## src/afc_pkg.sv

```systemverilog
// ----------------------------------------------------------------------------
// afc_pkg
// shared constants and types for the box frustum culler
// ----------------------------------------------------------------------------
package afc_pkg;

	localparam int PLANE_COUNT = 6;
	localparam int CFG_W = 64;
	localparam int IDX_W = 3;
	localparam logic [IDX_W-1:0] CFG_MAXDIST = 3'd6;
	localparam logic [22:0] MAXDIST_RESET = 23'h7FFFFF;
	localparam int ROOT_BITS = 26;

	typedef struct packed {
		logic signed [11:0] nx;
		logic signed [11:0] ny;
		logic signed [11:0] nz;
		logic signed [27:0] d;
	} plane_t;

	typedef plane_t [PLANE_COUNT-1:0] plane_arr_t;

endpackage

```

## src/afc_sqrt.sv

```systemverilog
// ----------------------------------------------------------------------------
// afc_sqrt
// pipelined ceiling square root, two result bits per stage plus a round-up stage
// ----------------------------------------------------------------------------
module afc_sqrt (
	input  logic        clk,
	input  logic        adv,
	input  logic [47:0] s_in,
	output logic [25:0] root
);
	localparam int STAGES = afc_pkg::ROOT_BITS / 2;

	logic [25:0] r_q [STAGES+1];
	logic [51:0] rem_q [STAGES+1];
	logic [25:0] root_q;

	always_comb begin
		r_q[0] = '0;
		rem_q[0] = {4'd0, s_in};
	end

	// restoring digit recurrence on remainder; bits 2 per stage
	for (genvar g = 0; g < STAGES; g++) begin : g_st
		localparam int B1 = afc_pkg::ROOT_BITS - 1 - 2 * g;
		localparam int B0 = B1 - 1;
		logic [25:0] r1;
		logic [25:0] r2;
		logic [51:0] t1;
		logic [51:0] t2;
		logic [51:0] rem1;
		always_comb begin
			r1 = r_q[g];
			rem1 = rem_q[g];
			t1 = ({26'd0, r_q[g]} << (B1 + 1)) + (52'd1 << (2 * B1));
			if (t1 <= rem_q[g]) begin
				r1 = r_q[g] | (26'd1 << B1);
				rem1 = rem_q[g] - t1;
			end
			r2 = r1;
			t2 = ({26'd0, r1} << (B0 + 1)) + (52'd1 << (2 * B0));
		end
		always_ff @(posedge clk) begin
			if (adv) begin
				if (t2 <= rem1) begin
					r_q[g+1] <= r1 | (26'd1 << B0);
					rem_q[g+1] <= rem1 - t2;
				end else begin
					r_q[g+1] <= r2;
					rem_q[g+1] <= rem1;
				end
			end
		end
	end

	always_ff @(posedge clk) begin
		if (adv)
			root_q <= r_q[STAGES] + {25'd0, (rem_q[STAGES] != '0)};
	end

	assign root = root_q;
endmodule

```

## config.mk

```make
export PLATFORM = sky130hd
export DESIGN_NAME = afc_sqrt
export DESIGN_NICKNAME = d
export VERILOG_FILES = /design/src/afc_pkg.sv /design/src/afc_sqrt.sv
export SDC_FILE = /design/constraint.sdc
export NUM_CORES = 2
export LEC_CHECK = 0
export BUFFER_PORTS_ARGS = -buffer_cell sky130_fd_sc_hd__buf_4
export CORE_MARGIN = 5
export CORE_UTILIZATION = 38
export DETAILED_ROUTE_END_ITERATION = 8
export GPL_TIMING_DRIVEN = 0
export HOLD_SLACK_MARGIN = 0.1
export PLACE_DENSITY = 0.66
export SLEW_MARGIN = 10
export SYNTH_ARGS = -nofsm -noshare
export SYNTH_HDL_FRONTEND = slang
export SYNTH_SLANG_ARGS = --single-unit
export TNS_END_PERCENT = 1
```

## constraint.sdc

```tcl
create_clock -name clk -period 5.6 [get_ports clk]
set_input_delay 0.28 -clock clk [delete_from_list [all_inputs] [get_ports clk]]
set_output_delay 0.28 -clock clk [all_outputs]
set_load 0.01 [all_outputs]
```

== Word level (Yosys, flattened, before mapping) ==
Cells that the tools add are included.

* RAM bits: 0
* Bits in latches: 0
* Input bits: 50
* Register bits: 1,040
* Memories: 0
* Output and inout port bits: 26
* Bits in read-only memories: 0
* Logic and storage cells: 158

* Bitwise operators: 0
* Shift-type cells: 0
* Magnitude comparators: 26
* $add $sub $neg: 52
* $mul: 0
* Divide/modulo/power cells: 0
* Muxes and demuxes: 39
* Equal/unequal tests: 0
* Reduce and logical (&&, ||, !) cells: 1

{| class="wikitable"
|+ Operators with widths
! cell !! count
|-
| $mux 52 || 26
|-
| $add 51x49->52 const B || 1
|-
| $le 28x52->1 || 1
|-
| $le 29x52->1 || 1
|-
| $le 30x52->1 || 1
|-
| $le 31x52->1 || 1
|-
| $le 32x52->1 || 1
|-
| $le 33x52->1 || 1
|-
| $le 34x52->1 || 1
|-
| $le 35x52->1 || 1
|-
| $le 36x52->1 || 1
|-
| $le 37x52->1 || 1
|-
| $le 38x52->1 || 1
|-
| $le 39x52->1 || 1
|-
| $le 40x52->1 || 1
|-
| $le 41x52->1 || 1
|-
| $le 42x52->1 || 1
|-
| $le 43x52->1 || 1
|-
| $le 44x52->1 || 1
|-
| $le 45x52->1 || 1
|-
| $le 46x52->1 || 1
|-
| $le 47x52->1 || 1
|-
| $le 48x52->1 || 1
|-
| $le 49x52->1 || 1
|-
| 69 further kinds || 69
|}

== Depth between registers and ports, before layout ==
* Word-level depth: 6
* Mapped depth: 31
* Mapped depth without buffers: 28

== Worst setup path after synthesis ==
No wires, ideal clock.

* Path kind: reg2reg
* Start: reg rem_q[122] (netlist name)
* End: reg rem_q[77] (netlist name), data pin
* Stages on the path, launching flop included: 24
* Setup time: 262 ps
* Clock period less this slack: 6,088 ps
* Path slack: -488 ps
* Arrival time: 5,826 ps
* Buffers on the path: 6
* Data required time: 5,338 ps
* Cell sequence: edfxtp_1 -> ha_1 -> nand2_1 -> or4_1 -> or4_1 -> and3_1 -> buf_2 -> nand2_1 -> clkbuf_1 -> clkbuf_1 -> a21oi_1 -> ha_1 -> nor3b_1 -> a221o_1 -> a211oi_2 -> a41oi_1 -> a311oi_1 -> and4_1 -> and3_1 -> buf_6 -> inv_4 -> buf_6 -> buf_6 -> mux2_1

* Cells in the longest elaborated chain, start to end: 5
* Elaborated cells between the ends (all ways): 8
* Classes of those cells: 3 x add/sub; 2 x order compare; 3 x mux

{| class="wikitable"
|+ RTL lines
! what !! line !! RTL
|-
| start, declared || afc_sqrt.sv:14 || <nowiki>logic [51:0] rem_q [STAGES+1];</nowiki>
|-
| start signal, assigned by index || afc_sqrt.sv:46 || <nowiki>rem_q[g+1] <= rem1 - t2;</nowiki>
|-
| start signal, assigned by index || afc_sqrt.sv:49 || <nowiki>rem_q[g+1] <= rem1;</nowiki>
|-
| $le 31x52->1 || afc_sqrt.sv:35 || <nowiki>if (t1 <= rem_q[g]) begin</nowiki>
|-
| $mux 4 || afc_sqrt.sv:35 ||
|-
| $add 29x5->30 || afc_sqrt.sv:40 || <nowiki>t2 = ({26'd0, r1} << (B0 + 1)) + (52'd1 << (2 * B0));</nowiki>
|-
| $sub 52x30->52 / $le 30x52->1 (equally long branches) || afc_sqrt.sv:46, afc_sqrt.sv:44 ||
|-
| $mux 52 * || afc_sqrt.sv:44 || <nowiki>if (t2 <= rem1) begin</nowiki>
|}

Mark *: on every way between the ends. The rest lies on a longest branch, timed or not.
A chain may end at the register's enable or synchronous reset.

== Final worst setup path ==
* Start: reg rem_q[71] (netlist name)
* End: reg rem_q[28] (netlist name), data pin

* Cells in the longest elaborated chain, start to end: 5
* Elaborated cells between the ends (all ways): 8
* Classes of those cells: 3 x add/sub; 2 x order compare; 3 x mux

{| class="wikitable"
|+ RTL lines
! what !! line
|-
| $le 29x52->1 || afc_sqrt.sv:35
|-
| $mux 2 || afc_sqrt.sv:35
|-
| $add 27x1->28 || afc_sqrt.sv:40
|-
| $sub 52x28->52 / $le 28x52->1 (equally long branches) || afc_sqrt.sv:46, afc_sqrt.sv:44
|-
| $mux 52 * || afc_sqrt.sv:44
|}

Marked as above.

==> impl_results.md <==
* Internal reg-to-reg setup slack at -0.20 ns
* IO Pins at 76
* Cts bufs inserted at 88
* Most frequent cells after synthesis: edfxtp_1, nand2_1, nor2_1
* RePlAce Congestion at 0.924
* Relative slew slack at 18.8%
* Residual DRC count at 0
* First-pass GRT wire length at 240 mm
* Vias at 44700
* CTS clk-pin slew, worst paths at 0.06 ns
* Count of final hold-check violations at 0
* Hold Crit Class: input pin to register
* IR drop worst, VDD at 0.301 mV
* CTS tree: done
* Nets at 6267
* Row cnt at 140
* Vias per std cell at 5.69
* Kind of critical path: register to register
* Max-slew violations at 0
* 1st-iter DRT viols at 3920
* Setup crit start kind: register
* Routed wire per std cell at 19.7 µm
* Final Cycle Share at 104%
* Max Cap Viol at 0
* Worst skew pair latency at 0.72 ns
* Post-DP HPWL at 117 mm
* Die width at 394 µm
* PortBufs at 74
* Overflow after GRT at 0
* Final setup violation count at 75
* Vias in the first global route at 42400
* RSZ-0062 raised after global routing: yes
* Ys Warns at 0
* Largest net degree at the start of global routing at 112
* Mapped Avg Cell Area at 10.2 µm²
* Flops & latches, synth at 853
* Top-area cell type share of the netlist area at 45.8%
* Detailed Routing Iterations Pass 1 at 6
* Post-Synthesis Cells at 5509
* Total track usage at 19.0%
* Net Count, Synth at 5898
* Clk Tree Root Cell: clkbuf_16
* Post-synth ARST share at 0%
* Worst EP arrival at 6.25 ns
* WHS at 0.282 ns
* Max Clk Rate at 0.172 GHz
* PnR worst setup slack at -0.203 ns
* Worst path required time at 6.05 ns
* Worst-Margin Slew at 1.21 ns
* Layout Skew at 0.0703 ns
* Initial core utilization at 38.3%
* Post-synth top flop: edfxtp_1
* Full die area at 0.155 mm²
* Sequential-to-total area share from yosys stat at 45.8%
* Distinct cell type count after synthesis at 117
* Failing checks: setup timing
* Synth Cell Area at 0.0560 mm²
* Place WS at -2.18 ns
* Final ANT Viol Nets at 0
* Die Ht at 394 µm
* Initial antenna violation count at 0
* Post-Route WL at 155 mm
* Filler cells at 13400
* Status: complete, but fails checks
* Clock Path Buffers at 3
* Dominant cells by area after synthesis: edfxtp_1, ha_1, xnor2_1
* H-tree levels at 3
* P_leak at 24.7 nW
* Crit end category: register
* Post-synth EDFFs at 853
* Synthesis-to-finish area growth at 19.1%
* Synth area leader: edfxtp_1
* Tmin final at 5.80 ns
* CORE AREA at 0.146 mm²
* Layout cells sized above 1 at 15.8%
* Crit Path Max Fanout at 8
* # clock sinks at 853
* PwrDens at 399 mW/mm²
* Count leader, synth: edfxtp_1
## path summary, 6_finish.rpt
kind                              endpoint  cells past startpoint        from
worst min-delay path            rem_q[668]                      2    s_in[44]
worst max-delay path             rem_q[28]                     24   rem_q[71]
worst max register to register   rem_q[28]                     24   rem_q[71]
worst min register to register  rem_q[497]                      0  rem_q[549]
## layout by cell type, fill, tap and decap left out, types with 214 or more instances in the layout
| master | count |
|---|---|
| xnor2_1 | 378 |
| ha_1 | 268 |
| edfxtp_1 | 853 |
| buf_4 | 244 |
| nand2_1 | 470 |
| a21oi_1 | 314 |
| o21ai_0 | 220 |
| inv_1 | 256 |
| nor2_1 | 407 |
| xor2_1 | 214 |
## layout make-up
class                   instances  area (µm²)  area share (%)
clock buffers                 104        2260            3.40
inverters                     299        1150            1.73
plain buffers                 108         945            1.42
well taps                    1917        2400            3.60
repair buffers                302        2650            3.98
flip-flops and latches        853       25600            38.4
clock inverters                51         692            1.04
multi-input cells            4226       30900            46.4
diodes                          1        2.50         0.00376
## registers in the layout, summed over array words and instances (netlist names)
signal,flops
rem_q,672
r_q,156
root,25
## layer usage
layer  track usage [%]  vias to the layer above  part of all wire [%]
met2              32.1                     1449                    48
li1                  -                    21400                     -
met5                 0                        -                     0
met3              2.43                      246                   5.7
met4              4.61                        0                   2.4
met1              26.1                    21700                    44
## worst max-delay path: stages, from the launching register on
cell,delay (ns)
edfxtp_1,0.44
ha_4,0.32
or4bb_4,0.54
nor4_4,0.37
a21oi_2,0.11
nand2_1,0.10
or3_4,0.19
buf_8,0.14
buf_12,0.13
nor2_4,0.04
nor2_4,0.16
ha_4,0.22
a21o_1,0.15
a21o_1,0.20
a2111oi_4,0.44
o41ai_4,0.11
a221o_1,0.38
a21boi_2,0.17
a21boi_4,0.30
a21oi_2,0.11
nand4b_4,0.26
nor4b_4,0.23
buf_4,0.19
buf_6,0.12
xor2_1,0.13
## cells by family after synthesis
logic type                 count (synthesis)  synth area share, %
xor gates and xnor gates                 596                 9.35
AOI/OAI and AO/OA                       1255                 14.7
adders and majority gates                339                 7.58
and+or+nand+nor                         1970                 18.2
other                                      1              0.00670
muxes                                     64                 1.25
buffers and inverters                    431                 3.07
DFF                                      853                 45.8
## stage by stage
stage                     area [µm²]  TNS (ns)  util (%)  power (mW)  std cells
after floorplan                56100    -0.148         -        16.5       5509
after global routing           66600    -33.35      45.6        28.1       7860
after global placement         59000  -2756.26      40.4        19.1       7500
after CTS                      65500    -0.253      44.8        26.1       7813
after detailed placement       59300   -389.60      40.6        19.1       7508
final                          66600     -5.53      45.6        26.6       7861
## where the power goes
group | switching, mW | leakage (nW) | internal, mW
clock network | 2.60 | 1.39 | 3.40
logic | 6.50 | 15.2 | 4.72
registers | 0.892 | 8.17 | 8.46
total | 9.99 | 24.7 | 16.6
## what timing repair did
| item | 4_1_cts | 5_1_grt |
|---|---|---|
| endpoints found under the setup margin | 312 | 338 |
| hold endpoints to repair | 93 | 0 |
| setup buffers | 117 | 51 |
| pin swaps | 87 | 79 |
| gates resized for setup | 399 | 206 |
| hold buffers | 49 | 0 |
| cloned | 3 | 1 |
No activity file was read; power rests on OpenSTA's default activity.
