### src/afc_pkg.sv
// ----------------------------------------------------------------------------
// afc_pkg
// shared constants and types for the box frustum culler
// ----------------------------------------------------------------------------
package afc_pkg;

	localparam int PLANE_COUNT = 6;
	localparam int CFG_W = 64;
	localparam int IDX_W = 3;
	localparam logic [IDX_W-1:0] CFG_MAXDIST = 3'd6;
	localparam logic [22:0] MAXDIST_RESET = 23'h7FFFFF;
	localparam int ROOT_BITS = 26;

	typedef struct packed {
		logic signed [11:0] nx;
		logic signed [11:0] ny;
		logic signed [11:0] nz;
		logic signed [27:0] d;
	} plane_t;

	typedef plane_t [PLANE_COUNT-1:0] plane_arr_t;

endpackage

### src/afc_plane.sv
// ----------------------------------------------------------------------------
// afc_plane
// one plane test: products, then sums, then compare, three registered steps
// ----------------------------------------------------------------------------
module afc_plane (
	input  logic                   clk,
	input  logic                   adv,
	input  afc_pkg::plane_t        pl,
	input  logic signed [23:0]     cx,
	input  logic signed [23:0]     cy,
	input  logic signed [23:0]     cz,
	input  logic [22:0]            hx,
	input  logic [22:0]            hy,
	input  logic [22:0]            hz,
	output logic                   cull
);
	logic signed [35:0] pcx_s1, pcy_s1, pcz_s1;
	logic [34:0] phx_s1, phy_s1, phz_s1;
	logic signed [38:0] d_s1;
	logic signed [39:0] s_s2;
	logic [36:0] r_s2;
	logic cull_s3;
	logic signed [34:0] qx, qy, qz;

	always_comb begin
		qx = $signed({1'b0, hx}) * pl.nx;
		qy = $signed({1'b0, hy}) * pl.ny;
		qz = $signed({1'b0, hz}) * pl.nz;
	end

	always_ff @(posedge clk) begin
		if (adv) begin
			pcx_s1 <= cx * pl.nx;
			pcy_s1 <= cy * pl.ny;
			pcz_s1 <= cz * pl.nz;
			phx_s1 <= qx[34] ? 35'(-qx) : 35'(qx);
			phy_s1 <= qy[34] ? 35'(-qy) : 35'(qy);
			phz_s1 <= qz[34] ? 35'(-qz) : 35'(qz);
			d_s1 <= 39'(pl.d) <<< 10;
			s_s2 <= 40'(d_s1) + 40'(pcx_s1) + 40'(pcy_s1) + 40'(pcz_s1);
			r_s2 <= 37'(phx_s1) + 37'(phy_s1) + 37'(phz_s1);
			cull_s3 <= s_s2 < -$signed({3'd0, r_s2});
		end
	end

	assign cull = cull_s3;
endmodule

### config.mk
export PLATFORM = sky130hd
export DESIGN_NAME = afc_plane
export DESIGN_NICKNAME = d
export VERILOG_FILES = /design/src/afc_pkg.sv /design/src/afc_plane.sv
export SDC_FILE = /design/constraint.sdc
export NUM_CORES = 2
export LEC_CHECK = 0
export ABC_CLOCK_PERIOD_IN_PS = 14000
export BUFFER_PORTS_ARGS = -buffer_cell sky130_fd_sc_hd__buf_2
export CAP_MARGIN = 5
export CORE_MARGIN = 2
export CORE_UTILIZATION = 25
export CTS_BUF_LIST = sky130_fd_sc_hd__clkbuf_4
export CTS_CLUSTER_DIAMETER = 40
export DETAILED_ROUTE_END_ITERATION = 16
export PLACE_DENSITY = 0.45
export SETUP_SLACK_MARGIN = 0.4
export SLEW_MARGIN = 30
export SYNTH_ARGS = -nofsm -noshare
export SYNTH_HDL_FRONTEND = slang
export SYNTH_SLANG_ARGS = --single-unit
### constraint.sdc
create_clock -name clk -period 14 [get_ports clk]
set_input_delay 0.7 -clock clk [delete_from_list [all_inputs] [get_ports clk]]
set_output_delay 0.7 -clock clk [all_outputs]
set_load 0.02 [all_outputs]
* Yosys cells after proc, flatten, opt, wreduce, memory -nomap -nowiden
Cells that the tools add are included.
** Operators by class
- Add/subtract/negate cells :: 9
- Multipliers :: 6
- Magnitude comparators :: 1
- Muxes and demuxes :: 3
** Operators with widths (number)
- $mul 24x12->36 :: 3
- $mul 24x12->35 :: 3
- $neg 35->35 :: 3
- $mux 34 :: 3
- $add 39x36->40 :: 1
- $add 40x36->40 :: 1
- $lt 40x40->1 :: 1
- $neg 37->40 :: 1
- $add 38x36->39 :: 1
- $add 36x35->37 :: 1
- $add 35x35->36 :: 1
** Word-level totals
- Flip-flop bits (word level) :: 319
- Bits of input ports :: 207
- Output and inout bits :: 1
- Logic and storage cells :: 32

* Longest topological paths before layout
- Depth in word-level cells :: 3
- Depth in mapped cells :: 26
- Gate-level depth less buffers :: 22

* Least setup slack after synthesis
Ideal clock, no wire load.
- Path type :: input to register
- Start :: in pl[31] (netlist name)
- End :: reg phz_s1[32] (data pin)
- Library setup time :: 0.263 ns
- Arrival time :: 6.514 ns
- Required time :: 13.737 ns
- Slack :: 7.223 ns
- Stages on the path :: 23
- Buffers on the path :: 3
- Path through :: clkbuf_1 -> clkbuf_1 -> nand2_1 -> fa_1 -> fa_1 -> inv_1 -> fa_1 -> fa_1 -> inv_1 -> fa_1 -> inv_1 -> ha_1 -> a21o_1 -> a31oi_1 -> a21oi_1 -> a211oi_4 -> o22ai_1 -> o21a_1 -> o41a_1 -> xor2_2 -> buf_6 -> a21oi_1 -> xnor2_1
** Between the ends
- Cells in the longest elaborated chain, start to end :: 3
** RTL lines
- from (decl) :: line afc_plane.sv:8 : input afc_pkg::plane_t pl,
- $mul 24x12->35 (*) :: line afc_plane.sv:28 : qz = $signed({1'b0, hz}) * pl.nz;
- $neg 35->35 :: line afc_plane.sv:38 : phz_s1 <= qz[34] ? 35'(-qz) : 35'(qz);
- $mux 34 (*) :: line afc_plane.sv:38
- to (signal assigned) :: line afc_plane.sv:38
- to (decl) :: line afc_plane.sv:18 : logic [34:0] phx_s1, phy_s1, phz_s1;
Mark *: on every way between the ends. The rest lies on a longest branch, timed or not.
A chain may end at the register's enable or synchronous reset.

* Final worst setup path
- Start :: in pl[51] (netlist name)
- End :: reg phy_s1[34] (data pin)
** Between the ends
- Cells in the longest elaborated chain, start to end :: 2
** RTL lines
- $mul 24x12->35 (*) :: line afc_plane.sv:27 : qy = $signed({1'b0, hy}) * pl.ny;
- $neg 35->35 :: line afc_plane.sv:37 : phy_s1 <= qy[34] ? 35'(-qy) : 35'(qy);
- to (signal assigned) :: line afc_plane.sv:37
- to (decl) :: line afc_plane.sv:18
Marked as above.

==> qor.log <==
qor: outcome.run_status finished, final reports clean
qor: detailed_routing.vias 55300
qor: placement.global_placement_routability_congestion 0.857
qor: timing.finalSetupViolCount 0
qor: synthesis.synth-seq-cells 319
qor: clocking.cts.repair.resized 0
qor: synthesis.yosys.area.top_type sky130_fd_sc_hd__fa_1
qor: synthesis.post_synthesis_share_of_cell_area_spent_on_full_adders_half_adders_and_majority_gates 0.503
qor: hold_path.timing.hold.worst.class input pin to flip-flop
qor: clocking.clkTransAtPathRegs 70 ps
qor: synthesis.ys_dominant_reg_cell sky130_fd_sc_hd__edfxtp_1
qor: timing.final.min_clock_period 7830 ps
qor: detailed_routing.postRouteAntennaNets 0
qor: synthesis.portion_of_the_post_synthesis_area_used_by_sequential_elements 0.127
qor: synthesis.yosysUniqueCellTypes 98
qor: synthesis.post_synth_instance_area 75600 sq um
qor: synthesis.syn_inst 8146
qor: setup_path.critical_path_peak_fanout 34
qor: grt.global_route.usage.total 0.149
qor: detailed_routing.initialDrtViolationCount 2837
qor: grt.grt_first_pass_wirelength 355000 um
qor: detailed_routing.drc_errors 0
qor: synthesis.synth-compound-area-share 0.0699
qor: synthesis.synth.area.mux_share 0.00104
qor: detailed_routing.drt_first_pass_iters 5
qor: synthesis.synthArstFlopShare 0
qor: setup_path.cpLargestDelayFamily adder cells
qor: synthesis.synthSimpleGateAreaFrac 0.155
qor: timing.rel_slew_slack 0.275
qor: synthesis.ys_top_cells_by_area sky130_fd_sc_hd__fa_1 40%, sky130_fd_sc_hd__edfxtp_1 13%, sky130_fd_sc_hd__ha_1 10%, sky130_fd_sc_hd__inv_1 8.3%, sky130_fd_sc_hd__nand2_1 6.2%
qor: clocking.clk_sink_count 319
qor: synthesis.synth.yosys.warnings 0
qor: die.die_width 554 um
qor: die.initial_utilization 0.252
qor: die.ios 208
qor: grt.overflow 0
qor: placement.dpl.hpwl 182000 um
qor: timing.timing.setup.tns 0 ps
qor: synthesis.yosysTopAreaCellShare 0.399
qor: clocking.clk_latency 950 ps
qor: setup_path.worstSetupPathType input pin to flip-flop
qor: clocking.cts_max_level 3
qor: die.design.core.area 301000 sq um
qor: timing.maxClockFrequency 0.128 GHz
qor: synthesis.post_synth_edffs 319
qor: detailed_routing.drt-wirelength-per-cell 18.6 um
qor: timing.maxSlewViolCount 0
qor: die.rows 201
qor: die.die_area 307000 sq um
qor: layout.nets 10500
qor: detailed_routing.totalWireLength 227000 um
qor: clocking.cts_tree done
qor: clocking.ctsRootBufferMaster sky130_fd_sc_hd__clkbuf_4
qor: grt.grt_antenna_before_repair 49
qor: synthesis.xor_xnor_share_of_the_synthesized_area 0.0431
qor: timing.timing.final.hold_violations 0
qor: grt.maximum_number_of_pins_on_one_net_before_global_route_repair 172
qor: job.max_cap_check_violation_count 0
qor: synthesis.synth_commonest_cells 1677 x sky130_fd_sc_hd__inv_1, 1508 x sky130_fd_sc_hd__fa_1, 1245 x sky130_fd_sc_hd__nand2_1
qor: setup_path.cell_chain_of_the_critical_path buf_2 -> buf_4 -> clkinv_1 -> nor2_1 -> fa_1 -> fa_1 -> fa_1 -> fa_1 -> inv_1 -> fa_1 -> inv_1 -> ha_1 -> nand3_1 -> a2111oi_1 -> nand2_1 -> o311ai_1 -> o211a_1 -> and4_1 -> nor2b_1 -> nand2_1 -> nor4_1
qor: setup_path.setup.worst_path.end_class flip-flop
qor: timing.rsz0062_at_grt false
qor: setup_path.worstPathBufferInverterCount 5
qor: grt.via_count_of_the_first_global_routing_pass 59600
qor: synthesis.syn_area_per_cell 9.29 sq um
qor: setup_path.worst_path_most_repeated_cell sky130_fd_sc_hd__fa_1
qor: clocking.cts.repair_timing.setup_buffer_count 0
qor: setup_path.critPathRequiredTime 14690 ps
qor: die.fp.dieH 554 um
qor: layout.post_route_cells_drive_above_1_share 0.0536
qor: setup_path.timing.critical_path.from_type input pin
qor: detailed_routing.drt-vias-per-instance 4.54
qor: layout.syn_to_final_growth 8.29%
qor: setup_path.cpMaxStageDelayCell sky130_fd_sc_hd__clkinv_1
qor: synthesis.most_frequent_cell_after_synthesis sky130_fd_sc_hd__inv_1
qor: placement.port_buffers 207
qor: synthesis.dominant_combinational_cell_family_by_area_after_synthesis adder cells
qor: layout.fillCellCount 32100
qor: timing.finClkSkew 132 ps
qor: timing.fin_crit_sh 0.559
qor: timing.tightestPinTransition 1080 ps
qor: synthesis.syn_nets 10500
qor: setup_path.worst-endpoint-arrival 8520 ps
qor: setup_path.cpPeakStageDelay 900 ps
qor: clocking.max-clock-path-buffers 3
qor: clocking.cts_inserted_buffers 82
-- cells in the final DEF, fill, tap and decap left out, types with 123 or more instances in the layout --
cell type	count
sky130_fd_sc_hd__inv_1	1676
sky130_fd_sc_hd__nor2_1	292
sky130_fd_sc_hd__fa_1	1508
sky130_fd_sc_hd__nand2b_1	130
sky130_fd_sc_hd__and2_1	467
sky130_fd_sc_hd__a21oi_1	239
sky130_fd_sc_hd__nand2_1	1245
sky130_fd_sc_hd__buf_2	206
sky130_fd_sc_hd__ha_1	630
sky130_fd_sc_hd__xnor2_1	238
sky130_fd_sc_hd__o21ai_0	123
sky130_fd_sc_hd__xor2_1	126
sky130_fd_sc_hd__edfxtp_1	319
-- flip-flops by register name, indices dropped and copies added (netlist names) --
name and cells:
s_s2 40, r_s2 37, pcz_s1 36, phz_s1 35
d_s1 28, phx_s1 35, cull 1, pcy_s1 36
pcx_s1 36, phy_s1 35
-- timing repair --
item / in CTS / in global routing
endpoints found under the hold margin: 20 / 0
endpoints found under the setup margin: 0 / 0
hold buffers: 20 / 0
-- stage by stage --
stage | setup slack (ps) | std cells | instance area [sq um] | hold WS [ps] | utilization
finish | 6170 | 12200 | 81900 | 128 | 0.273
global route | 5760 | 12200 | 81900 | 14.6 | 0.273
CTS | 6260 | 12200 | 81800 | 8.19 | 0.272
detailed placement | 5240 | 12000 | 80600 | 757 | 0.268
global placement | 5130 | 12000 | 80600 | 762 | 0.268
floorplan | 7220 | 8146 | 75600 | 680 | -
-- logic make-up after synthesis --
group | after synthesis
simple gates | 2485
flops | 319
fa+ha+maj | 2138
xor+xnor | 369
buf+inv | 2033
mux | 7
compound gates | 795
-- per-layer routing --
layer / share of wire / global-route usage / vias to the layer above
li1: - / - / 25100
met4: 0.025 / 0.0351 / 28
met2: 0.47 / 0.247 / 1286
met5: 0.00079 / 0 / -
met3: 0.047 / 0.0184 / 264
met1: 0.46 / 0.205 / 28700
-- layout make-up --
type	instances	area (sq um)	share of cell area
Multi-Input combinational cell	5794	58400	0.713
Timing Repair Buffer	271	1610	0.0196
Clock inverter	37	219	0.00267
Inverter	1679	6300	0.0769
Sequential cell	319	9580	0.117
Tap cell	3958	4950	0.0605
Clock buffer	104	781	0.00953
Antenna cell	18	45.0	0.000550
-- path summary, 6_finish.rpt --
check                            from                  endpoint  slack (ps)  depth (start not counted)
setup / recovery               pl[51]  phy_s1[34]$_SDFFCE_PP0P_        6170                         21
hold / removal                  pl[9]        d_s1[19]$_DFFE_PP_         130                          1
setup reg to reg  pcz_s1[2]$_DFFE_PP_        s_s2[38]$_DFFE_PP_        8850                         14
hold reg to reg   pcy_s1[1]$_DFFE_PP_         s_s2[1]$_DFFE_PP_         750                          2
Power is left out: the tool's default activity adds up to more than one toggle a clock period on the data nets, which glitch-free logic cannot reach.
